==> src/design/ctr_pkg.sv <==
// ----------------------------------------------------------------------------
// ctr_pkg
// Types and constants shared by the tabulated cooling rate unit.
// ----------------------------------------------------------------------------
`default_nettype none
package ctr_pkg;

    // command field codes
    localparam logic CMD_WRITE = 1'b0;
    localparam logic CMD_EVAL  = 1'b1;

    // item kinds decided by the front part
    localparam logic [1:0] KIND_WRITE = 2'd0;
    localparam logic [1:0] KIND_EVAL  = 2'd1;
    localparam logic [1:0] KIND_ZDENS = 2'd2;

    // result status codes
    localparam logic [1:0] ST_OK    = 2'd0;
    localparam logic [1:0] ST_BELOW = 2'd1;
    localparam logic [1:0] ST_RANGE = 2'd2;
    localparam logic [1:0] ST_ZDENS = 2'd3;

    // configuration register indexes
    localparam logic [2:0] CFG_TFAC   = 3'd0;
    localparam logic [2:0] CFG_TMIN   = 3'd1;
    localparam logic [2:0] CFG_PFLOOR = 3'd2;
    localparam logic [2:0] CFG_RSCALE = 3'd3;
    localparam logic [2:0] CFG_ECOUNT = 3'd4;

    // divider geometry: 65 bit dividend, 32 bit divisor
    localparam int DIV_NW = 65;
    localparam int DIV_CW = 7;

    typedef struct packed {
        logic [31:0] tfac;
        logic [31:0] tmin;
        logic [30:0] pfloor;
        logic [31:0] rscale;
        logic [12:0] ecount;
    } t_cfg;

    typedef struct packed {
        logic [1:0]  kind;
        logic [11:0] idx;
        logic [31:0] etemp;
        logic [31:0] erate;
        logic [31:0] dens;
        logic [31:0] pres;
    } t_item;

endpackage
`default_nettype wire

==> src/design/ctr_front.sv <==
// ----------------------------------------------------------------------------
// ctr_front
// Accepts commands, classifies them and queues them for the back part.
// ----------------------------------------------------------------------------
`default_nettype none
module ctr_front (
    input  wire logic                i_clk,
    input  wire logic                i_rst_n,
    input  wire logic                start,
    output logic                     busy,
    input  wire logic                i_command,
    input  wire logic [11:0]         i_entry_index,
    input  wire logic [31:0]         i_entry_temperature,
    input  wire logic [31:0]         i_entry_rate,
    input  wire logic [31:0]         i_density,
    input  wire logic signed [31:0]  i_pressure,
    input  wire logic [30:0]         i_pfloor,
    output ctr_pkg::t_item           o_head,
    output logic                     o_head_vld,
    input  wire logic                i_pop
);
    import ctr_pkg::*;

    t_item      w_item;
    t_item      r_q [2];
    logic       r_wp, r_rp;
    logic [1:0] r_cnt;
    logic       w_push;

    // classify the incoming command
    always_comb begin
        w_item.idx   = i_entry_index;
        w_item.etemp = i_entry_temperature;
        w_item.erate = i_entry_rate;
        w_item.dens  = i_density;
        // negative pressure is raised to the floor
        w_item.pres  = i_pressure[31] ? {1'b0, i_pfloor} : i_pressure;
        if (i_command == CMD_WRITE) begin
            w_item.kind = KIND_WRITE;
        end else if (i_density == 32'd0) begin
            w_item.kind = KIND_ZDENS;
        end else begin
            w_item.kind = KIND_EVAL;
        end
    end

    assign busy       = (r_cnt == 2'd2);
    assign w_push     = start && !busy;
    assign o_head     = r_q[r_rp];
    assign o_head_vld = (r_cnt != 2'd0);

    // two entry queue control
    always_ff @(posedge i_clk) begin
        if (!i_rst_n) begin
            r_wp  <= 1'b0;
            r_rp  <= 1'b0;
            r_cnt <= 2'd0;
        end else begin
            if (w_push) begin
                r_wp <= !r_wp;
            end
            if (i_pop) begin
                r_rp <= !r_rp;
            end
            r_cnt <= r_cnt + 2'(w_push) - 2'(i_pop);
        end
    end

    // queue storage
    always_ff @(posedge i_clk) begin
        if (w_push) begin
            r_q[r_wp] <= w_item;
        end
    end
endmodule
`default_nettype wire

==> config.mk <==
export PLATFORM = sky130hd
export DESIGN_NAME = ctr_front
export DESIGN_NICKNAME = d
export VERILOG_FILES = /design/src/design/ctr_pkg.sv /design/src/design/ctr_front.sv
export SDC_FILE = /design/constraint.sdc
export NUM_CORES = 1
export LEC_CHECK = 0
export BUFFER_PORTS_ARGS = -buffer_cell sky130_fd_sc_hd__buf_2
export CAP_MARGIN = 20
export CORE_ASPECT_RATIO = 1.4
export CORE_MARGIN = 2
export CORE_UTILIZATION = 24
export CTS_BUF_LIST = sky130_fd_sc_hd__clkbuf_16
export DETAILED_ROUTE_END_ITERATION = 7
export SETUP_SLACK_MARGIN = 0.5
export SYNTH_ARGS = -nofsm -noshare
export SYNTH_HDL_FRONTEND = slang
export SYNTH_SLANG_ARGS = --single-unit
==> constraint.sdc <==
create_clock -name i_clk -period 7.12 [get_ports i_clk]
set_clock_uncertainty 0.05 [all_clocks]
set_input_delay 0.356 -clock i_clk [delete_from_list [all_inputs] [get_ports i_clk]]
set_output_delay 0.356 -clock i_clk [all_outputs]
set_load 0.005 [all_outputs]
==> run_results.csv <==
group,metric,value,unit
timing,period_minus_slack,3147,ps
synthesis,ys_seq_elements,287,
power_and_ir_drop,intPower,3.173,mW
clocking,cts_tree,"yes",
synthesis,synth-seq-area-share,76.30,%
power_and_ir_drop,p_per_area,268.7,mW/mm2
clocking,cts_hold_buffers,108,
floorplanning,die_x,186.8,um
timing,setup_ws,3973,ps
route,viasPerCell,3.919,
clocking,htree_levels,1,
route,routed_wl,25800,um
global_routing,antenna_found_initial,4,
final_layout,drive_above_1_share,55.60,%
hold_path,hp-start,"i_density[14]",
placed_design,preCtsSetupSlack,4015,ps
clocking,clk_latency,560,ps
setup_path,r2r_slack,4110,ps
final_layout,layout_commonest_cell,"buf_2",
timing,grt_setup_unrepaired,"false",
floorplanning,ios,320,
placed_design,place.gp.congestion,0.7003,
final_layout,utilization,33.57,%
synthesis,syn_inst,515,
synthesis,synth_cell_types,26,
setup_path,crit_fanout,61,
placed_design,dp_hpwl,16730,um
power_and_ir_drop,switching_share,23.66,%
global_routing,track_usage,10.15,%
setup_path,crit_type,"flop to output pin",
clocking,clk_pin_slew_worst_paths,60,ps
clocking,cts_resized,0,
global_routing,grt_pass1_wl,38420,um
floorplanning,core_area,0.04608,mm2
floorplanning,rows,93,
setup_path,cpPeakStageDelay,830,ps
final_layout,final_cell_mix,"318 x buf_2, 282 x edfxtp_1, 108 x dlygate4sd3_1, 90 x mux2_4, 82 x mux2_2",
setup_path,cp_data_required_time,6710,ps
hold_path,holdPathStages,1,
floorplanning,die_y,259.9,um
route,drtIter0Drc,234,
power_and_ir_drop,p_leak,5.957,nW
route,vias,6270,
power_and_ir_drop,seq_power_share,50.4,%
floorplanning,die_area,0.04856,mm2
final_layout,fin_area,0.01547,mm2
synthesis,syn_area,0.01123,mm2
status,status,"finished, final reports clean",
setup_path,worstPathCellList,"buf_4 -> mux2_2 -> buf_2",
setup_path,crit_arrival,2740,ps
global_routing,grt_start_max_net_pins,79,
power_and_ir_drop,share_comb_of_total_power,14.8,%
timing,tns,0,ps
setup_path,worstReg2RegStart,"r_cnt[0]",
timing,period_share,44.20,%
synthesis,yosysWarningCount,0,
hold_path,min_path_type,"input pin to flop",
power_and_ir_drop,p_switching,983.1,uW
timing,slew-limit-headroom,33.14,%
timing,report.final.slew_viol_count,0,
clocking,cts-root-buf,"clkbuf_16",
hold_path,holdPathEnd,"r_q[0][45]",
clocking,cts_sinks,287,
power_and_ir_drop,total_power,4.156,mW
setup_path,start_kind,"flop",
synthesis,avgSynthCellArea,21.80,um2
clocking,cts_setup_buffers,0,
setup_path,reg2reg_depth,4,
flow_run,drv_cap,0,
route,antenna_left,0,
setup_path,r2r-end,"r_q[1][79]",
route,wire_per_inst,16.12,um
timing,hold_viol_final,0,
power_and_ir_drop,ir_drop,159.0,uV
final_layout,area.growth.synth_to_final,37.74,%
synthesis,synth_top_area_share,75.41,%
final_layout,fin_nets,1136,
timing,setup_viol,0,
route,drc_errors,0,
floorplanning,start_util,24.37,%
clocking,cts_buffer_depth,3,
global_routing,overflow,0,
setup_path,end_kind,"output pin",
placed_design,dpl_cell_area,0.01347,mm2
synthesis,synth_largest_area_cell,"edfxtp_1",
power_and_ir_drop,clkPwrFrac,34.8,%
route,dr.pass1.iters,6,
placed_design,io_buffer_count,318,
clocking,cts-buffers-inserted,30,
timing,max_freq,0.3177,GHz
timing,worst_slew_pin_slew,1003,ps
synthesis,ys_top_cells_by_area,"edfxtp_1 75%, mux2_4 12%, mux2_2 8.2%, buf_6 1.0%, dfxtp_1 0.89%",
setup_path,crit_slowest_cell,"buf_4",
global_routing,first_global_vias,6713,
synthesis,synth_fp_nets,693,
how the worst max path moves through the flow:
stage	to	slack [ps]	cells after the start
finish	o_head[48]	3970	3
floorplan	r_q[1][0]	2810	2
global route	o_head[41]	3790	3
CTS	o_head[48]	3850	3
detailed placement	r_q[1][75]	4010	4
global placement	r_q[1][79]	4070	4
power groups by stage:
| stage | clock [mW] | combinational, mW | sequential [mW] |
|---|---|---|---|
| global placement | 0 | 0.577 | 2.12 |
| global route | 1.57 | 0.671 | 2.11 |
| CTS | 1.51 | 0.632 | 2.09 |
| detailed placement | 0 | 0.581 | 2.13 |
| finish | 1.45 | 0.616 | 2.09 |
| floorplan | 0 | 0.335 | 2.13 |
state kept, by name, summed over array words and instances, names as in the netlist, named ones only:
name   cells
r_q      282
r_rp       1
r_wp       1
r_cnt      2
area by class of cell:
| class | instances | area [um2] |
|---|---|---|
| Antenna cell | 1 | 2.502 |
| Clock buffer | 31 | 775.7 |
| Clock inverter | 25 | 138.9 |
| Fill cell | 4503 | 30610 |
| Inverter | 6 | 27.53 |
| Multi-Input combinational cell | 202 | 2469 |
| Sequential cell | 287 | 8572 |
| Tap cell | 617 | 772.0 |
| Timing Repair Buffer | 431 | 2710 |
worst max-delay path, delay by kind of cell, from the launching register on:
family                 cells  cell delay [ps]
buffers and inverters      2              970
DFF                        1              680
muxes                      1              450
synth_stat cells:
library cell and n:
xnor2_1 1, ha_1 2, buf_4 1, nor2_1 3
mux2_2 82, conb_1 1, dfxtp_1 5, mux2_4 90
or2_2 1, buf_8 1, and2_1 2, and3_1 1
inv_1 6, edfxtp_1 282, o21ai_0 1, buf_6 10
or3_1 1, xor2_1 1, nor4_1 8, nand2b_1 1
nor3_1 2, a21oi_1 1, buf_2 8, nand4_1 2
o21a_1 1, nand2_1 1
per-layer routing:
layer	global-route usage, %	share of wire (%)	up-vias
met5	0	0.050	-
met4	4.056	3.2	2
met3	2.928	7.3	54
met2	17.82	50	232
met1	11.63	39	3053
li1	-	-	2929
stage by stage:
step,hold slack (ps),cells
detailed placement,438.6,1435
global placement,436.8,1435
floorplan,404.9,515
CTS,21.22,1599
finish,41.86,1600
global route,37.89,1599
logic make-up after synthesis:
| logic type | count (synthesis) | synth area share, % |
|---|---|---|
| muxes | 172 | 20.26 |
| and+or+nand+nor | 22 | 1.114 |
| other | 1 | 0.03339 |
| AOI/OAI and AO/OA | 3 | 0.1559 |
| DFF | 287 | 76.30 |
| buffers and inverters | 26 | 1.760 |
| adders and majority gates | 2 | 0.2228 |
| xor gates and xnor gates | 2 | 0.1560 |
Note: power is estimated with default switching activity, not from simulation.
